--- config.mk ---
export PLATFORM = sky130hd
export DESIGN_NAME = tei_front
export DESIGN_NICKNAME = d
export VERILOG_FILES = /design/src/sv/tei_pkg.sv /design/src/sv/tei_front.sv
export SDC_FILE = /design/constraint.sdc
export NUM_CORES = 1
export LEC_CHECK = 0
export BUFFER_PORTS_ARGS = -buffer_cell sky130_fd_sc_hd__buf_2
export CORE_MARGIN = 2
export CORE_UTILIZATION = 40
export CTS_CLUSTER_SIZE = 14
export DETAILED_ROUTE_END_ITERATION = 12
export PLACE_DENSITY = 0.74
export SYNTH_ARGS = -nofsm -noshare
export SYNTH_HDL_FRONTEND = slang
export SYNTH_SLANG_ARGS = --single-unit
--- constraint.sdc ---
create_clock -name clk_i -period 7 [get_ports clk_i]
set_input_delay 1.4 -clock clk_i [delete_from_list [all_inputs] [get_ports clk_i]]
set_output_delay 1.4 -clock clk_i [all_outputs]
set_load 0.05 [all_outputs]
--- src/sv/tei_pkg.sv ---
package tei_pkg;

  localparam int TABLE_DEPTH_DEFAULT = 16;

  localparam int IDX_W     = 4;
  localparam int TIME_W    = 32;
  localparam int FLOW_W    = 32;
  localparam int GAIN_W    = 32;
  localparam int COUNT_W   = 5;
  localparam int FLUX_W    = 48;
  localparam int STATUS_W  = 2;
  localparam int CFG_IDX_W = 2;
  localparam int CFG_DATA_W = 32;

  localparam int S_TDATA_W = 104;
  localparam int M_TDATA_W = 48;

  localparam int QUEUE_DEPTH = 2;

  localparam int QUOT_W = 41;
  localparam int PROD_W = 73;
  localparam int SCALED_W = 57;

  localparam logic [63:0]         QUOT_CAP = 64'h0000_0100_0000_0000;
  localparam logic [SCALED_W-1:0] POS_MAX  = 57'h7FFF_FFFF_FFFF;
  localparam logic [SCALED_W-1:0] NEG_MAG  = 57'h8000_0000_0000;

  localparam logic [TIME_W-1:0]  ERUPTION_RESET = 32'd0;
  localparam logic [GAIN_W-1:0]  GAIN_RESET     = 32'd65536;
  localparam logic [COUNT_W-1:0] COUNT_RESET    = 5'd2;

  localparam logic ACTION_LOAD  = 1'b0;
  localparam logic ACTION_QUERY = 1'b1;

  typedef enum logic [CFG_IDX_W-1:0] {
    CFG_ERUPTION = 2'd0,
    CFG_GAIN     = 2'd1,
    CFG_COUNT    = 2'd2
  } cfg_reg_e;

  typedef enum logic [STATUS_W-1:0] {
    STAT_OK    = 2'd0,
    STAT_EARLY = 2'd1,
    STAT_LATE  = 2'd2,
    STAT_BAD   = 2'd3
  } status_e;

  typedef enum logic [1:0] {
    KIND_LOAD  = 2'd0,
    KIND_DROP  = 2'd1,
    KIND_QUERY = 2'd2,
    KIND_EARLY = 2'd3
  } kind_e;

  typedef struct packed {
    kind_e              kind;
    logic [IDX_W-1:0]   idx;
    logic [TIME_W-1:0]  etime;
    logic [FLOW_W-1:0]  eflow;
    logic [TIME_W-1:0]  delta;
  } item_t;

  typedef struct packed {
    logic [GAIN_W-1:0]  gain;
    logic [COUNT_W-1:0] count;
  } cfg_t;

  typedef struct packed {
    logic full;
    logic empty;
  } queue_stat_t;

endpackage

--- src/sv/tei_front.sv ---
module tei_front #(
  parameter int TABLE_DEPTH = tei_pkg::TABLE_DEPTH_DEFAULT
) (
  input  logic                         clk_i,
  input  logic                         rst_ni,
  input  logic                         s_axis_tvalid,
  output logic                         s_axis_tready,
  // entry_index, entry_time, entry_flow, query_time, zero pad
  input  logic [tei_pkg::S_TDATA_W-1:0] s_axis_tdata,
  // action
  input  logic                         s_axis_tuser,
  input  logic                         cfg_valid_i,
  output logic                         cfg_ready_o,
  input  logic [tei_pkg::CFG_IDX_W-1:0] cfg_index_i,
  input  logic [tei_pkg::CFG_DATA_W-1:0] cfg_data_i,
  input  tei_pkg::queue_stat_t         queue_i,
  output logic                         push_o,
  output tei_pkg::item_t               item_o,
  output tei_pkg::cfg_t                cfg_o
);
  import tei_pkg::*;

  logic [TIME_W-1:0]  eruption_q;
  logic [GAIN_W-1:0]  gain_q;
  logic [COUNT_W-1:0] count_q;
  logic [TIME_W-1:0]  query_time;
  logic               cfg_write;

  assign cfg_ready_o = 1'b1;
  assign cfg_write   = cfg_valid_i && cfg_ready_o;

  always_ff @(posedge clk_i or negedge rst_ni) begin
    if (!rst_ni) begin
      eruption_q <= ERUPTION_RESET;
      gain_q     <= GAIN_RESET;
      count_q    <= COUNT_RESET;
    end else if (cfg_write) begin
      unique case (cfg_index_i)
        CFG_ERUPTION: eruption_q <= cfg_data_i[TIME_W-1:0];
        CFG_GAIN:     gain_q <= cfg_data_i[GAIN_W-1:0];
        CFG_COUNT:    count_q <= cfg_data_i[COUNT_W-1:0];
        default: ;
      endcase
    end
  end

  assign cfg_o.gain  = gain_q;
  assign cfg_o.count = count_q;

  assign query_time = s_axis_tdata[99:68];

  always_comb begin
    item_o.idx   = s_axis_tdata[3:0];
    item_o.etime = s_axis_tdata[35:4];
    item_o.eflow = s_axis_tdata[67:36];
    item_o.delta = query_time - eruption_q;
    if (s_axis_tuser == ACTION_LOAD) begin
      item_o.kind = (int'(item_o.idx) < TABLE_DEPTH) ? KIND_LOAD : KIND_DROP;
    end else begin
      item_o.kind = (query_time < eruption_q) ? KIND_EARLY : KIND_QUERY;
    end
  end

  assign s_axis_tready = !queue_i.full;
  assign push_o        = s_axis_tvalid && s_axis_tready;

endmodule

# --- Word-level counts from Yosys, hierarchy flattened ---
# Index checks and enable logic that the tools add are counted.
# Widths: inputs -> output; s select.
word_totals:
  reg_bits: 69
  inputBits: 145
  out_inout_bits: 142
  wordCells: 15
op_classes:
  addsub: 1
  n_lt_le_gt_ge: 1
  n_eq_ne: 2
  mux: 2
  n_reduce_logical: 6
ops:
  columns: ["operator", "n"]
  rows:
  - ["$lt 32x32->1", 1]
  - ["$sub 32x32->32", 1]
  - ["$reduce_and 2->1", 3]
  - ["$eq 2x1->1 const B", 1]
  - ["$eq 2x2->1 const B", 1]
  - ["$logic_not 2->1", 1]
  - ["$mux 2", 1]
  - ["$logic_and 1x1->1", 1]
  - ["$logic_not 1->1", 1]
  - ["$mux 1", 1]

# --- Longest topological paths before layout ---
logic_depth:
  word_depth: 3
  ltp_mapped: 10
  depth_no_buf: 10

# --- Worst setup path before layout ---
# Ideal clock, no wire load.
synth_timing:
  path_kind: "input -> output"
  startpoint: "in s_axis_tdata[68] (netlist name)"
  endpoint: "out item_o[100] (netlist name)"
  arrival_ns: 5.127
  slack_ns: 0.473
  stages: 10
  path_buffers: 0
  cell_sequence: "inv_1 ha_1 fa_1 and2b_1 o2111ai_1 a211o_1 o31ai_4 nand3_2 a21oi_1 a2111oi_0"
synth_rtl:
  columns: ["element", "line", "rtl"]
  rows:
  - ["start: declaration", "tei_front.sv:9", "input logic [tei_pkg::S_TDATA_W-1:0] s_axis_tdata,"]
  - ["end: declaration", "tei_front.sv:18", "output tei_pkg::item_t item_o,"]

==> impl_summary.txt <==
----------------------------------------------------
[Setup path]
  Master of the slowest instance on the critical path ... sky130_fd_sc_hd__fa_1
  Most numerous cell on the critical path ... sky130_fd_sc_hd__buf_2
  Cell count of the worst reg-to-reg path ... 1
  Register-to-register path setup slack ... 6.21 ns
  Critical path class ... in2out
  Crit Reg-Reg Endpoint ... gain_q[29]
  CP peak stage delay ... 0.41 ns
  First element of the critical path ... s_axis_tdata[68]
  Arr. time, crit path ... 4.10 ns
  CP Max Fanout ... 3
  Cells along the critical path ... buf_2 -> inv_1 -> ha_1 -> fa_1 -> and2b_1 -> o2111ai_1 -> a211o_1 -> a21oi_1 -> nand2_1 -> o21bai_1 -> xor2_1 -> buf_2
  Category of the worst setup path launch point ... input port
  Start of the worst register-to-register path ... gain_q[29]
  Type of destination of the critical path ... primary output
  Required time of the critical path ... 5.60 ns

[Power]
  Final Power ... 2.06 mW
  Standby leakage power ... 2.75 nW
  Peak supply drop ... 263 uV
  Power density over the cells ... 365 nW/um^2

[Final layout]
  Number of fill cells in the layout ... 1175
  Layout cells sized above 1 ... 33.3%
  Multi-input logic area ... 2520 sq um
  Area growth from synthesis to layout ... 13.2%
  Sequential cell area ... 1730 sq um
  Diodes inserted ... 0
  Number of nets in the layout ... 798

[Timing]
  Fmax ... 0.182 GHz
  Setup total negative slack ... 0 ns
  Final critical delay including setup and external delays ... 5.50 ns
  Hold Fails Final Rpt ... 0
  Post-Route Skew ... 0 ns
  Worst-case headroom to the max-slew limit ... 42.0%
  Pin slew with the least headroom to its limit ... 0.871 ns
  Portion of the clock cycle consumed by the worst path in the final layout ... 78.6%
  Final Max Slew Viols ... 0
  Setup Viol. Count Final ... 0
  RSZ-0062 raised after global routing ... false

[Synth]
  Number of synthesized register bits ... 69
  Most common library cells after synthesis ... sky130_fd_sc_hd__buf_4, sky130_fd_sc_hd__dfrtp_1, sky130_fd_sc_hd__nand2_1, sky130_fd_sc_hd__o21ai_0, sky130_fd_sc_hd__inv_1
  Netlist area before placement ... 4990 sq um
  Cell taking the most area after synthesis ... sky130_fd_sc_hd__dfrtp_1
  Yosys cell types ... 61
  Sequential-to-total area share from yosys stat ... 34.6%
  Mapped Cells ... 548
  Async SR Flop Fraction ... 100%
  Mean area per synthesized cell ... 9.11 sq um
  EDFF count, synth ... 0
  Synthesized netlist net count ... 726
  Area share of the largest cell type after synthesis ... 33.6%
  Commonest register cell after synthesis ... sky130_fd_sc_hd__dfrtp_1
  Count leader, synth ... sky130_fd_sc_hd__buf_4
  Count of yosys warnings during synthesis ... 0
  Cells taking the most area after synthesis ... sky130_fd_sc_hd__dfrtp_1, sky130_fd_sc_hd__buf_4, sky130_fd_sc_hd__mux2_2

[Floorplanning]
  Area of the placeable core ... 12100 sq um
  Die Outline Area ... 13400 sq um
  Starting Density ... 41.2%
  Floorplan die height ... 116 um
  Site Rows ... 40
  Horiz. Die Dim ... 116 um
  Boundary pin count ... 287

[Clock tree]
  Hold-fix buffers at CTS ... 0
  Resized Gates After CTS ... 0
  CTS sink count ... 69
  Depth of the CTS H-tree ... 3
  Worst-skew pair later-pin latency ... 0.32 ns
  Buffers inserted during post-CTS setup optimization ... 0
  Clock root buffer ... sky130_fd_sc_hd__clkbuf_16
  Worst-case clock buffer depth ... 2
  CTS tree ... built
  Clock Pin Slew Worst Setup and Hold Paths ... 0.05 ns
  TritonCTS buffer count ... 9

[Drt]
  Count of unresolved DRC violations after routing ... 0
  Drt wl/cell ... 16.8 um
  Post-route ant nets ... 0
  Vias ... 4128
  Drt first-iter violations ... 270
  Post-detailed-routing wire length ... 13.3 mm
  Vias/cell ... 5.21
  Drt pass-1 iters ... 5

[Global route]
  Total grt overflow ... 0
  Number of antenna violations at the first check in global routing ... 0
  Vias in the first global route ... 4150
  Maximum number of pins on one net before global-route repair ... 70
  Global router's overall resource usage ... 19.5%
  Global-route wire length before repair ... 20.5 mm

[Min path]
  End point of the worst hold path ... gain_q[9]
  Worst hold start ... gain_q[9]
  Worst min path class ... reg2reg
  Number of cells traversed by the worst hold path ... 1

[Placed design]
  HPWL after DPL ... 10.6 mm
  Buffers added on ports ... 144
  Gp weighted congestion ... 0.924

[Run]
  Max capacitance violation total ... 0

[Status]
  Run status ... completed

----------------------------------------------------
## area by class of cell
| cell class | count | share of cell area [%] |
|---|---|---|
| flip-flops and latches | 69 | 30.6 |
| clock buffers | 11 | 4.12 |
| well taps | 168 | 3.72 |
| multi-input cells | 350 | 44.6 |
| inverters | 43 | 2.86 |
| clock inverters | 5 | 0.930 |
| repair buffers | 147 | 13.2 |
## metrics by stage
stage	hold slack (ns)	worst slack (ns)	cells	utilization, %	area, sq um
floorplan	0.485	0.473	548	-	4990
global placement	0.483	1.54	777	44.3	5370
detailed placement	0.491	1.55	777	44.3	5370
CTS	0.505	1.54	793	46.7	5650
global route	0.517	1.37	793	46.7	5650
finish	0.499	1.50	793	46.7	5650
## logic make-up (layout without fill, tap and decap cells)
family | after synthesis | after routing | synth area share, %
compound gates | 137 | 137 | 17.5
buf+inv | 129 | 206 | 15.0
simple gates | 113 | 113 | 10.9
flops | 69 | 69 | 34.6
mux | 39 | 39 | 8.77
fa+ha+maj | 33 | 33 | 8.42
xor+xnor | 27 | 27 | 4.73
other cells | 1 | 1 | 0.0751
## metal layers
metal  vias up  wire length, um  GRT usage (%)  share of wire (%)
li1       1967                -              -                  -
met1      1949             5170           22.4                 39
met2       173             6740           34.3                 51
met3        39             1090           5.18                8.1
met4         0              337           8.33                2.5
met5         -                0              0                  0
## critical path: cells and delay by family
kind            cells  cell delay (ns)
compound gates      4             1.09
fa+ha+maj           2             0.63
simple gates        2             0.42
buf+inv             3             0.40
xor+xnor            1             0.16
## power by group
part	leakage, nW	total [mW]	switching [mW]	internal, mW
clock	0.139	0.437	0.163	0.274
combinational	1.79	1.12	0.814	0.310
sequential	0.828	0.501	0.0287	0.472
## layout by cell type (no fill, tap or decap), types with 7 or more instances in the layout
master | Yosys | layout
sky130_fd_sc_hd__nand2_1 | 58 | 58
sky130_fd_sc_hd__nor2b_1 | 7 | 7
sky130_fd_sc_hd__o21ai_0 | 48 | 48
sky130_fd_sc_hd__xnor2_1 | 16 | 16
sky130_fd_sc_hd__nor2_1 | 13 | 13
sky130_fd_sc_hd__xor2_1 | 11 | 11
sky130_fd_sc_hd__inv_1 | 43 | 43
sky130_fd_sc_hd__a21o_1 | 11 | 11
sky130_fd_sc_hd__a21oi_1 | 29 | 29
sky130_fd_sc_hd__mux2_2 | 38 | 38
sky130_fd_sc_hd__dfrtp_1 | 67 | 67
sky130_fd_sc_hd__ha_1 | 32 | 32
sky130_fd_sc_hd__clkbuf_16 | 0 | 9
sky130_fd_sc_hd__buf_2 | 1 | 144
## worst max path at each step
stage	cells past startpoint	to	slack, ns
floorplan	10	item_o[100]	0.47
global placement	12	item_o[18]	1.54
detailed placement	12	item_o[18]	1.55
CTS	12	item_o[18]	1.54
global route	12	item_o[22]	1.37
finish	12	item_o[22]	1.50
## registers in the layout, summed over array words and instances (netlist names)
signal	cells
eruption_q	32
gain_q	32
count_q	5
No activity file was read; power rests on OpenSTA's default activity.
