===== config.mk =====
export PLATFORM = sky130hd
export DESIGN_NAME = tei_queue
export DESIGN_NICKNAME = d
export VERILOG_FILES = /design/src/sv/tei_pkg.sv /design/src/sv/tei_queue.sv
export SDC_FILE = /design/constraint.sdc
export NUM_CORES = 1
export LEC_CHECK = 0
export BUFFER_PORTS_ARGS = -buffer_cell sky130_fd_sc_hd__buf_2
export CAP_MARGIN = 20
export CORE_ASPECT_RATIO = 0.8
export CORE_MARGIN = 2
export CORE_UTILIZATION = 50
export DETAILED_ROUTE_END_ITERATION = 10
export PLACE_DENSITY_LB_ADDON = 0.12
export RECOVER_POWER = 100
export REMOVE_ABC_BUFFERS = 1
export SLEW_MARGIN = 20
export SYNTH_ARGS = -nofsm -noshare
export SYNTH_HDL_FRONTEND = slang
export SYNTH_SLANG_ARGS = --single-unit

===== constraint.sdc =====
create_clock -name clk_i -period 8.3 [get_ports clk_i]
set_clock_uncertainty 0.05 [all_clocks]
set_input_delay 0 -clock clk_i [delete_from_list [all_inputs] [get_ports clk_i]]
set_output_delay 0 -clock clk_i [all_outputs]
set_load 0.02 [all_outputs]

===== src/sv/tei_pkg.sv =====
package tei_pkg;

  localparam int TABLE_DEPTH_DEFAULT = 16;

  localparam int IDX_W     = 4;
  localparam int TIME_W    = 32;
  localparam int FLOW_W    = 32;
  localparam int GAIN_W    = 32;
  localparam int COUNT_W   = 5;
  localparam int FLUX_W    = 48;
  localparam int STATUS_W  = 2;
  localparam int CFG_IDX_W = 2;
  localparam int CFG_DATA_W = 32;

  localparam int S_TDATA_W = 104;
  localparam int M_TDATA_W = 48;

  localparam int QUEUE_DEPTH = 2;

  localparam int QUOT_W = 41;
  localparam int PROD_W = 73;
  localparam int SCALED_W = 57;

  localparam logic [63:0]         QUOT_CAP = 64'h0000_0100_0000_0000;
  localparam logic [SCALED_W-1:0] POS_MAX  = 57'h7FFF_FFFF_FFFF;
  localparam logic [SCALED_W-1:0] NEG_MAG  = 57'h8000_0000_0000;

  localparam logic [TIME_W-1:0]  ERUPTION_RESET = 32'd0;
  localparam logic [GAIN_W-1:0]  GAIN_RESET     = 32'd65536;
  localparam logic [COUNT_W-1:0] COUNT_RESET    = 5'd2;

  localparam logic ACTION_LOAD  = 1'b0;
  localparam logic ACTION_QUERY = 1'b1;

  typedef enum logic [CFG_IDX_W-1:0] {
    CFG_ERUPTION = 2'd0,
    CFG_GAIN     = 2'd1,
    CFG_COUNT    = 2'd2
  } cfg_reg_e;

  typedef enum logic [STATUS_W-1:0] {
    STAT_OK    = 2'd0,
    STAT_EARLY = 2'd1,
    STAT_LATE  = 2'd2,
    STAT_BAD   = 2'd3
  } status_e;

  typedef enum logic [1:0] {
    KIND_LOAD  = 2'd0,
    KIND_DROP  = 2'd1,
    KIND_QUERY = 2'd2,
    KIND_EARLY = 2'd3
  } kind_e;

  typedef struct packed {
    kind_e              kind;
    logic [IDX_W-1:0]   idx;
    logic [TIME_W-1:0]  etime;
    logic [FLOW_W-1:0]  eflow;
    logic [TIME_W-1:0]  delta;
  } item_t;

  typedef struct packed {
    logic [GAIN_W-1:0]  gain;
    logic [COUNT_W-1:0] count;
  } cfg_t;

  typedef struct packed {
    logic full;
    logic empty;
  } queue_stat_t;

endpackage


===== src/sv/tei_queue.sv =====
module tei_queue (
  input  logic                 clk_i,
  input  logic                 rst_ni,
  input  logic                 push_i,
  input  tei_pkg::item_t       item_i,
  input  logic                 pop_i,
  output tei_pkg::item_t       item_o,
  output tei_pkg::queue_stat_t stat_o
);
  import tei_pkg::*;

  localparam int QW = $clog2(QUEUE_DEPTH);
  localparam int NW = $clog2(QUEUE_DEPTH + 1);

  item_t          mem_q [QUEUE_DEPTH];
  logic [QW-1:0]  wr_ptr_q, wr_ptr_d;
  logic [QW-1:0]  rd_ptr_q, rd_ptr_d;
  logic [NW-1:0]  fill_q, fill_d;

  always_comb begin
    wr_ptr_d = wr_ptr_q;
    rd_ptr_d = rd_ptr_q;
    fill_d   = fill_q;
    if (push_i) begin
      wr_ptr_d = QW'(int'(wr_ptr_q) + 1);
    end
    if (pop_i) begin
      rd_ptr_d = QW'(int'(rd_ptr_q) + 1);
    end
    if (push_i && !pop_i) begin
      fill_d = NW'(int'(fill_q) + 1);
    end else if (pop_i && !push_i) begin
      fill_d = NW'(int'(fill_q) - 1);
    end
  end

  always_ff @(posedge clk_i or negedge rst_ni) begin
    if (!rst_ni) begin
      wr_ptr_q <= '0;
      rd_ptr_q <= '0;
      fill_q   <= '0;
    end else begin
      wr_ptr_q <= wr_ptr_d;
      rd_ptr_q <= rd_ptr_d;
      fill_q   <= fill_d;
    end
  end

  always_ff @(posedge clk_i) begin
    if (push_i) begin
      mem_q[wr_ptr_q] <= item_i;
    end
  end

  assign item_o       = mem_q[rd_ptr_q];
  assign stat_o.full  = (int'(fill_q) == QUEUE_DEPTH);
  assign stat_o.empty = (fill_q == '0);

endmodule


-- Word level (Yosys, flattened, before mapping)
Memories as Yosys holds them, arrays and structs flattened.
Index checks and enable logic that the tools add are counted.
- add/subtract/negate cells: 4
- $mul: 0
- divide/modulo/power cells: 0
- order comparisons: 0
- equal/unequal tests: 1
- shift-type cells: 0
- multiplexer cells: 4
- bitwise operators: 0
- reductions and logical operators: 6
- operator list (operator ; count):
    $mux W2 ; 2
    $add A1 B1 Y1 const B ; 2
    $add A2 B1 Y2 const B ; 1
    $eq A2 B2 Y1 const B ; 1
    $logic_and A1 B1 Y1 ; 2
    $logic_not A1 Y1 ; 2
    $logic_not A2 Y1 ; 1
    $mux W1 ; 2
    $reduce_bool A2 Y1 ; 1
    $sub A2 B1 Y2 const B ; 1
- register bits: 4
- latch bits: 0
- bits in writable memories: 204
- memory bits (read-only): 0
- bits of input ports: 106
- output and inout port bits: 104
- memories kept: 1
- memories (name ; depth ; bits a word ; read ports ; clocked after Yosys merged registers in ; write ports ; RTL line ; source):
    mem_q ; 2 ; 102 ; 1 ; 0 ; 1 ; tei_queue.sv:15 ; item_t mem_q [QUEUE_DEPTH];

-- Depth between registers and ports, before layout
Gate-level depths: netlist (run 1).
- depth in word-level cells: 4
- depth in mapped cells: 5
- depth with buffers taken out: 5

-- Worst setup path before layout (run 1)
No wires, ideal clock.
- kind: register -> register
- start point: register wr_ptr_q
- end point: memory mem_q[0][0] (netlist bit) (enable)
- data arrival time: 4.916 ns
- required time: 7.674 ns
- setup slack: 2.758 ns
- stages on the path, launching flop included: 2
- buffers on the path: 0
- cell sequence: dfrtp_1 > nor2b_1
- RTL lines (element ; RTL line ; source):
    start, declared ; tei_queue.sv:16 ; logic [QW-1:0] wr_ptr_q, wr_ptr_d;
    start signal, assigned ; tei_queue.sv:43 ; wr_ptr_q <= wr_ptr_d;
    end, declared ; tei_queue.sv:15 ;
No word-level cell before the write port.

-- Worst setup path in the final report (run 1)
- start point: register wr_ptr_q
- end point: memory mem_q[1][44] (netlist bit) (enable)
No word-level cell before the write port.

==> key figures, run 1 <==
Pwr
  – Peak supply drop: 0.183 mV
  – Net Sw Frac: 31.3%
  – Seq pwr share: 43.8%
  – Clock Power Share: 27.2%
  – Internal cell power: 2350 uW
  – Comb power frac: 29.0%
  – PD cells: 332 mW/mm2
  – P_sw: 1070 uW
  – P_leak: 0.00353 uW

Setup path
  – Reg-to-reg endpoint: mem_q[1][44]
  – Startpoint types: flip-flop
  – R2R Setup Slk: 4320 ps
  – Critical path type: flip-flop to flip-flop
  – FF-to-FF path depth: 2
  – CP Data Arrival Time: 4030 ps
  – Launch point of the worst path: wr_ptr_q
  – CP Data Required Time: 8360 ps
  – Worst setup EP type: flip-flop
  – Critical path fanouts, max: 57
  – Crit Reg-Reg Startpoint: wr_ptr_q

Detailed routing
  – Total number of vias: 4206
  – Final WL: 14700 um
  – First DRT Iteration DRCs: 232
  – Pre-antenna DRT Iters: 4
  – Post-DRT Antenna Nets: 0
  – Vias/cell: 4.83
  – DRC: 0
  – WL/cell: 16.9 um

Global routing
  – Total grt overflow: 0
  – GR Layer Usage met2: 30.4%
  – GRT busiest layer: met2
  – Initial antenna violation count: 0
  – GRT Util Overall: 17.9%
  – Largest net degree at the start of global routing: 58
  – Vias in the first global route: 4392
  – Met3 Track Usage GR: 6.63%
  – Grt met1 use: 22.2%
  – First-pass GRT wire length: 22300 um

STA
  – Relative slew margins: -102%
  – Worst Tran Pin Value: 3030 ps
  – Hold_ws: 188 ps
  – Min cycle time layout: 3980 ps
  – Final Hold Vio Count: 0
  – Setup violators final: 0
  – Unrepaired setup endpoints after global routing: false
  – Maximum clock frequency: 0.251 GHz
  – Final worst-path cycle share: 47.9%
  – Setup WS post-layout: 4320 ps
  – Setup TNS after final layout: 0 ps
  – Slew Viols, Final: 199

Synth
  – Post-Syn Area: 0.00756 mm2
  – Cell count after synthesis: 333
  – Yosys cell types: 13
  – Synth top area cells: edfxtp_1 (81%), mux2_2 (15%), dfrtp_1 (1.3%)
  – Asr flop ratio synth: 1.92%
  – Complex-gate fraction of the synthesized area: 0%
  – Yosys warning count: 0
  – Syn avg cell area: 22.7 um2
  – Commonest cells in the netlist: edfxtp_1 (204), mux2_2 (102), buf_6 (7)
  – Multiplexer share of the synthesized area: 15.2%
  – XOR/XNOR Fraction of Synth Area: 0.579%
  – Sequential-to-total area share from yosys stat: 82.3%
  – Top cell type's share of synthesized area: 81.0%
  – Synth Area in Adders: 0.165%
  – Most common cell in the netlist: edfxtp_1
  – Largest family of logic cells by synthesized area: multiplexers
  – Synth Area in Simple Gates: 0.347%
  – Yosys top cell by area: edfxtp_1
  – Synth Flop Type: edfxtp_1
  – Post-synth EDFFs: 204
  – Synth Register Bits: 208

Die
  – I/O pin total: 210
  – Die outline width: 141 um
  – Die H: 114 um
  – Core footprint: 0.0149 mm2
  – Initial Utilization: 50.7%
  – Die area: 0.0161 mm2
  – Rows: 40

Status
  – Failing checks: max-capacitance violations, max-slew violations
  – Status: complete, but fails checks

Flow run
  – Max-cap violations: 4

Place
  – Post-DP Area: 0.00879 mm2
  – Final HPWL DP: 8900 um
  – GPL Wtd Cong: 0.734
  – Place WS: 6030 ps
  – PortBufs: 209

Clocking
  – Clk_lat worst skew: 480 ps
  – CTS buffer count: 22
  – CTS tree: yes
  – CTS sink cnt: 208
  – Clock Path Buffers: 3
  – H-tree depth: 1
  – CTS Root Buffer Type: clkbuf_16
  – Clock Pin Slew Worst Setup and Hold Paths: 60 ps

Worst hold path
  – Min-delay src: item_i[59]
  – Type of the most critical hold path: input pin to flip-flop
  – Hold Path Cell Cnt: 2
  – Worst min-delay path endpoint: mem_q[1][59]

Final layout
  – Layout area overhead: 36.2%
  – Ant diodes: 0
  – Layout Utilization: 69.1%
  – Layout cell share with drive strength beyond 1: 23.3%
  – Nets: 772
  – Design Area, Final: 0.0103 mm2
## sequential cells by signal, indices dropped and copies added (netlist names)
register	count
fill_q	2
rd_ptr_q	1
mem_q	204
wr_ptr_q	1
## worst max-delay path, stage by stage (launching register included)
cell and delay (ps):
dfrtp_1 370, and2_0 2190, buf_4 870
## cell usage in the layout, fill, tap and decap left out, types with 2 or more instances in the layout
master / count
clkbuf_16: 23
nor2_1: 2
bufinv_16: 2
buf_1: 2
buf_2: 28
edfxtp_1: 204
dlygate4sd3_1: 106
dfrtp_1: 4
buf_4: 2
clkinv_1: 7
mux2_1: 2
nor2b_1: 2
mux2_2: 100
clkinv_2: 2
clkbuf_1: 185
xor2_1: 4
## final cells by class
cell class                      instances  area, um2
Clock inverter                         12        105
Timing Repair Buffer                  319       1900
Clock buffer                           28        594
Inverter                                1       3.75
Tap cell                              189        236
Fill cell                            1086       4610
Sequential cell                       208       6230
Multi-Input combinational cell        113       1230
## per-stage QoR
stage          cells  power (uW)
5_1_grt          870        3590
3_3_place_gp     724        2510
2_1_floorplan    322        2210
3_5_place_dp     724        2520
6_report         870        3420
4_1_cts          870        3510
## per-layer routing
layer  wire [um]  up-vias
met5           0        -
met4         290        0
met3        1340       23
met2        7020      168
met1        6050     2022
li1            -     1993
## cell families (layout without fill, tap and decap cells)
group / after synthesis / in the layout
adder cells (fa/ha/maj): 1 / 1
XOR/XNOR: 5 / 5
multiplexers: 102 / 102
flip-flops: 208 / 208
AND/OR/NAND/NOR: 5 / 5
buffers and inverters: 12 / 360
## repair_timing
item / CTS / global route
hold buffers: 106 / 0
gates resized for setup: 0 / 0
endpoints found under the hold margin: 212 / 0
setup buffers: 0 / 0
## power groups by stage
stage	Clock [uW]	Sequential, uW	Combinational [uW]
3_3_place_gp	0	1500	1010
5_1_grt	1010	1520	1060
6_report	929	1500	990
3_5_place_dp	0	1510	1010
2_1_floorplan	0	1540	672
4_1_cts	957	1490	1060
## worst max-delay path by stage
stage,slack [ps],to
floorplan,2760,mem_q[0][0]
global placement,6040,item_o[80]
detailed placement,6030,mem_q[1][32]
CTS,5520,item_o[80]
global route,3920,mem_q[1][44]
finish,4320,mem_q[1][44]
(Power assumes the default switching activity.)
==> run 2, diff against run 1 <==
- CORE_UTILIZATION: 50 -> 47
- clock period: 8.3 -> 3.47 ns (I/O delays scaled with it)
==> run 2 against run 1 <==
Combinational power grew 140%. Non-clock buffer count grew 2. The flow now finishes without violations. Sequential power grew 140%. Cell count grew 2.9%. Clock-buffer cell count shrank 3. Die area grew 6.2%. Hold slack lost 11 ps. Via count grew 0.71%. Global-route usage shrank 0.79 points.
==> key figures, run 2 (same netlist as run 1, synthesis figures left out) <==
Status
  – Status: finished, final reports clean (was complete, but fails checks)

Die
  – Die outline width: 146 um (was 141 um)
  – Initial Utilization: 48.0% (was 50.7%)
  – Core footprint: 0.0157 mm2 (was 0.0149 mm2)
  – Die area: 0.0171 mm2 (was 0.0161 mm2)
  – I/O pin total: 210 (unchanged)
  – Die H: 117 um (was 114 um)
  – Rows: 41 (was 40)

Clocking
  – CTS buffer count: 21 (was 22)
  – Clock Pin Slew Worst Setup and Hold Paths: 60 ps (about the same)
  – Post-CTS Hold Fix Bufs: 106 (unchanged)
  – CTS sink cnt: 208 (unchanged)
  – Clk_lat worst skew: 490 ps (was 480 ps)
  – Clock Path Buffers: 3 (unchanged)
  – CTS Root Buffer Type: clkbuf_16 (unchanged)
  – Post-CTS Setup Inserts: 0 (unchanged)
  – CTS tree: yes (unchanged)
  – Post-CTS sizing: 0 (unchanged)
  – H-tree depth: 1 (unchanged)

Pwr
  – Clock Power Share: 25.1% (was 27.2%)
  – P_sw: 2580 uW (was 1070 uW)
  – P_leak: 0.00357 uW (was 0.00353 uW)
  – PD cells: 770 mW/mm2 (was 332 mW/mm2)
  – Peak supply drop: 0.516 mV (was 0.183 mV)
  – Seq pwr share: 44.7% (was 43.8%)
  – Final Power: 7930 uW (was 3420 uW)
  – Comb power frac: 30.3% (was 29.0%)
  – Internal cell power: 5360 uW (was 2350 uW)
  – Net Sw Frac: 32.5% (was 31.3%)

Detailed routing
  – First DRT Iteration DRCs: 156 (was 232)
  – Final WL: 14800 um (was 14700 um)
  – Post-DRT Antenna Nets: 0 (unchanged)
  – DRC: 0 (unchanged)
  – Vias/cell: 4.73 (was 4.83)
  – Pre-antenna DRT Iters: 4 (unchanged)
  – Total number of vias: 4236 (was 4206)
  – WL/cell: 16.6 um (was 16.9 um)

Final layout
  – Commonest cells after routing, fill and taps aside: edfxtp_1 (204), clkbuf_1 (160), dlygate4sd3_1 (106) (was edfxtp_1 (204), clkbuf_1 (185), dlygate4sd3_1 (106))
  – Largest regs: mem_q x204, fill_q x2 (unchanged)
  – Nets: 773 (was 772)
  – Largest reg by FF count: mem_q (unchanged)
  – Layout area overhead: 36.3% (was 36.2%)
  – Max reg flops: 204 (unchanged)
  – Ant diodes: 0 (unchanged)
  – Most common cell after layout, fill and taps aside: edfxtp_1 (unchanged)
  – Layout cell share with drive strength beyond 1: 27.5% (was 23.3%)

STA
  – Worst Tran Pin Value: 1450 ps (was 3030 ps)
  – Final worst-path cycle share: 73.1%
  – Final Hold Vio Count: 0 (unchanged)
  – Unrepaired setup endpoints after global routing: false (unchanged)
  – Min cycle time layout: 2540 ps
  – Setup TNS after final layout: 0 ps (unchanged)
  – Slew Viols, Final: 0 (was 199)
  – Setup violators final: 0 (unchanged)
  – Hold_ws: 177 ps (was 188 ps)
  – Relative slew margins: 3.51% (was -102%)
  – Maximum clock frequency: 0.394 GHz

Global routing
  – Initial antenna violation count: 0 (unchanged)
  – Vias in the first global route: 4519 (was 4392)
  – Total grt overflow: 0 (unchanged)
  – GRT Util Overall: 17.2% (was 17.9%)
  – First-pass GRT wire length: 23300 um (was 22300 um)
  – Largest net degree at the start of global routing: 58 (unchanged)

Flow run
  – Max-cap violations: 0 (was 4)

Place
  – PortBufs: 209 (unchanged)
  – Final HPWL DP: 9000 um (was 8900 um)
  – GPL Wtd Cong: 0.731 (was 0.734)

Setup path
  – R2R Setup Slk: 1000 ps (was 4320 ps)
  – Critical path fanouts, max: 40 (was 57)
  – Startpoint types: flip-flop (unchanged)
  – Delay-heaviest family, CP: buffers and inverters (was simple AND/OR/NAND/NOR gates)
  – CP Data Arrival Time: 2490 ps (was 4030 ps)
  – Critical-path cell list: clkbuf_2 > mux2_2 > clkbuf_1 (was and2_0 > buf_4)
  – Worst setup EP type: primary output (was flip-flop)
  – CP Data Required Time: 3420 ps (was 8360 ps)
  – Critical path's slowest cell: dfrtp_4 (was and2_0)
  – Slowest stage delay, CP: 770 ps (was 2190 ps)
  – Buf/Inv on CP: 2 (was 1)
  – Critical path type: flip-flop to primary output (was flip-flop to flip-flop)

Worst hold path
  – Type of the most critical hold path: input pin to flip-flop (unchanged)
run 2: changes by cell type in the layout (fill, tap and decap cells not counted), sizes merged:
cell and change:
inv +1, clkbuf -19, clkinvlp +1, buf +18, bufinv -2
run 2: final timing paths:
path                       cells past startpoint        from      endpoint
setup / recovery                               3    rd_ptr_q    item_o[22]
hold / removal                                 2  item_i[20]  mem_q[1][20]
setup reg to reg                               2    wr_ptr_q  mem_q[0][62]
hold reg to reg                                1   fill_q[1]     fill_q[1]
max in group asynchronous                      3      rst_ni      rd_ptr_q
min in group asynchronous                      3      rst_ni      rd_ptr_q
run 2: metrics by stage:
stage | area [um2] | cells | setup WS, ps | util (%)
5_1_grt | 10300 | 895 | 777 | 65.4
3_5_place_dp | 8870 | 752 | 1530 | 56.3
6_report | 10300 | 895 | 935 | 65.4
3_3_place_gp | 8870 | 752 | 1570 | 56.3
4_1_cts | 10500 | 895 | 1100 | 66.9
2_1_floorplan | 7460 | 322 | -2070 | -
run 2: final cells by class:
type / instances / area (um2)
fillers: 1219 / 5440
flip-flops and latches: 208 / 6230
clock inverters: 12 / 60.1
inverters: 1 / 3.75
clock buffers: 25 / 541
well taps: 215 / 269
repair buffers: 321 / 1960
multi-input cells: 113 / 1240
run 2: power by group through the flow:
stage          clock network, uW  logic [uW]  registers, uW
2_1_floorplan                  0        1610           3680
3_3_place_gp                   0        2480           3580
3_5_place_dp                   0        2500           3600
4_1_cts                     2050        2610           3550
5_1_grt                     2140        2560           3600
6_report                    1990        2400           3540
run 2: per-layer routing:
layer | vias to the layer above | track usage [%] | share of wire, %
met1 | 2061 | 22.3 | 41
met2 | 159 | 28.2 | 49
met4 | 0 | 4.35 | 1.7
li1 | 1994 | - | -
met5 | - | 0 | 0
met3 | 22 | 5.54 | 8.5
==> run 3, diff against run 2 <==
- clock period: 3.47 -> 2.1 ns (I/O delays scaled with it)
==> run 3 against run 2 <==
Hold slack improved by 19 ps. Final area rose by 0.15%. Flip-flop and latch count unchanged. Core utilization rose by 0.095 points. Global-route usage is essentially flat. Combinational power is 72% higher. Setup slack got worse by 740 ps. Sequential power increased by 62%. Via count is 0.14% lower. Highest routed layer unchanged.
==> key figures, run 3 (same netlist as run 1, synthesis figures left out) <==
Status
  – Status: finished, final reports clean (unchanged)

Detailed routing
  – Final WL: 14900 um (was 14800 um)
  – WL/cell: 16.7 um (was 16.6 um)
  – Total number of vias: 4230 (was 4236)
  – Pre-antenna DRT Iters: 4 (unchanged)
  – Vias/cell: 4.74 (was 4.73)
  – DRC: 0 (unchanged)
  – First DRT Iteration DRCs: 199 (was 156)
  – Post-DRT Antenna Nets: 0 (unchanged)

Pwr
  – Final Power: 13300 uW (was 7930 uW)
  – PD cells: 1290 mW/mm2 (was 770 mW/mm2)
  – Net Sw Frac: 31.6% (was 32.5%)
  – P_leak: 0.00352 uW (was 0.00357 uW)
  – P_sw: 4220 uW (was 2580 uW)
  – Comb power frac: 31.0% (was 30.3%)
  – Clock Power Share: 26.2% (was 25.1%)
  – Internal cell power: 9130 uW (was 5360 uW)
  – Peak supply drop: 0.830 mV (was 0.516 mV)
  – Seq pwr share: 42.8% (was 44.7%)

Setup path
  – Critical path fanouts, max: 65 (was 40)
  – Worst setup EP type: primary output (unchanged)
  – CP Data Arrival Time: 1860 ps (was 2490 ps)
  – Critical path type: flip-flop to primary output (unchanged)
  – Startpoint types: flip-flop (unchanged)
  – CP Data Required Time: 2050 ps (was 3420 ps)

STA
  – Worst Tran Pin Value: 847 ps (was 1450 ps)
  – Unrepaired setup endpoints after global routing: false (unchanged)
  – Slew Viols, Final: 0 (unchanged)
  – Relative slew margins: 43.5% (was 3.51%)
  – Final Hold Vio Count: 0 (unchanged)
  – Min cycle time layout: 1910 ps
  – Setup violators final: 0 (unchanged)
  – Setup TNS after final layout: 0 ps (unchanged)
  – Maximum clock frequency: 0.525 GHz
  – Final worst-path cycle share: 90.8%

Place
  – PortBufs: 209 (unchanged)
  – Post-DP Area: 0.00891 mm2 (was 0.00887 mm2)
  – GPL Wtd Cong: 0.734 (was 0.731)
  – Final HPWL DP: 8930 um (was 9000 um)

Global routing
  – Initial antenna violation count: 0 (unchanged)
  – Vias in the first global route: 4524 (was 4519)
  – First-pass GRT wire length: 23300 um (about the same)
  – GRT Util Overall: 17.2% (about the same)
  – Largest net degree at the start of global routing: 66 (was 58)
  – Total grt overflow: 0 (unchanged)

Clocking
  – CTS buffer count: 21 (unchanged)
  – CTS sink cnt: 208 (unchanged)
  – CTS Root Buffer Type: clkbuf_16 (unchanged)
  – H-tree depth: 1 (unchanged)
  – Clock Pin Slew Worst Setup and Hold Paths: 60 ps (about the same)
  – Clk_lat worst skew: 470 ps (was 490 ps)
  – Post-CTS Setup Inserts: 0 (unchanged)
  – Clock Path Buffers: 3 (unchanged)
  – CTS tree: yes (unchanged)

Flow run
  – Max-cap violations: 0 (unchanged)

Final layout
  – Largest regs: mem_q x204, fill_q x2 (unchanged)
  – Layout Utilization: 65.5% (was 65.4%)
  – Layout area overhead: 36.5% (was 36.3%)
  – Most common cell after layout, fill and taps aside: edfxtp_1 (unchanged)
  – Design Area, Final: 0.0103 mm2 (about the same)
  – Layout cell share with drive strength beyond 1: 23.7% (was 27.5%)
  – Ant diodes: 0 (unchanged)
  – Max reg flops: 204 (unchanged)
  – Commonest cells after routing, fill and taps aside: edfxtp_1 (204), clkbuf_1 (183), dlygate4sd3_1 (106) (was edfxtp_1 (204), clkbuf_1 (160), dlygate4sd3_1 (106))
  – Largest reg by FF count: mem_q (unchanged)
  – Nets: 773 (unchanged)

Die
  – Rows: 41 (unchanged)
  – Core footprint: 0.0157 mm2 (unchanged)
  – I/O pin total: 210 (unchanged)
  – Die outline width: 146 um (unchanged)
  – Die area: 0.0171 mm2 (unchanged)
  – Initial Utilization: 48.0% (unchanged)
  – Die H: 117 um (unchanged)

Worst hold path
  – Type of the most critical hold path: input pin to flip-flop (unchanged)
run 3: per-layer routing:
layer	routed length [um]	part of all wire (%)	GRT usage, %
met5	0	0	0
met4	261	1.7	4.04
met2	6970	47	28.1
met1	6540	44	22.5
met3	1180	7.9	5.54
run 3: final timing paths:
path | startpoint | to | slack, ps | depth (start not counted)
setup / recovery | rd_ptr_q | item_o[60] | 190 | 3
hold / removal | item_i[51] | mem_q[0][51] | 200 | 2
setup reg to reg | wr_ptr_q | mem_q[1][81] | 400 | 2
hold reg to reg | wr_ptr_q | wr_ptr_q | 430 | 1
max in group asynchronous | rst_ni | rd_ptr_q | 1410 | 3
min in group asynchronous | rst_ni | fill_q[0] | 380 | 3
run 3: metrics by stage:
step	hold slack, ps	std cells	worst slack [ps]
floorplan	-346	322	-3440
global placement	-233	752	709
detailed placement	-229	752	696
CTS	172	893	172
global route	184	893	129
finish	196	893	194
run 3: worst max-delay path, stage by stage, from the launching register on:
cell	delay [ps]
dfrtp_4	430
buf_12	320
mux2_1	410
buf_2	180
run 3: area by class of cell:
| class | count | area, um2 |
|---|---|---|
| clock buffers | 28 | 562 |
| clock inverters | 7 | 80.1 |
| well taps | 215 | 269 |
| inverters | 1 | 3.75 |
| flip-flops and latches | 208 | 6230 |
| multi-input cells | 113 | 1230 |
| repair buffers | 321 | 1940 |
| fillers | 1194 | 5430 |
run 3: power by group through the flow:
stage          registers, uW  logic [uW]  clock network, uW
2_1_floorplan           6070        2590                  0
3_3_place_gp            5760        4310                  0
3_5_place_dp            5800        4350                  0
4_1_cts                 5710        4530               3590
5_1_grt                 5790        4420               3780
6_report                5720        4130               3500
run 3: what timing repair did:
action                                 in CTS  in global routing
hold buffers                              106                  0
endpoints found under the hold margin     211                  0
gates resized for setup                     0                  0
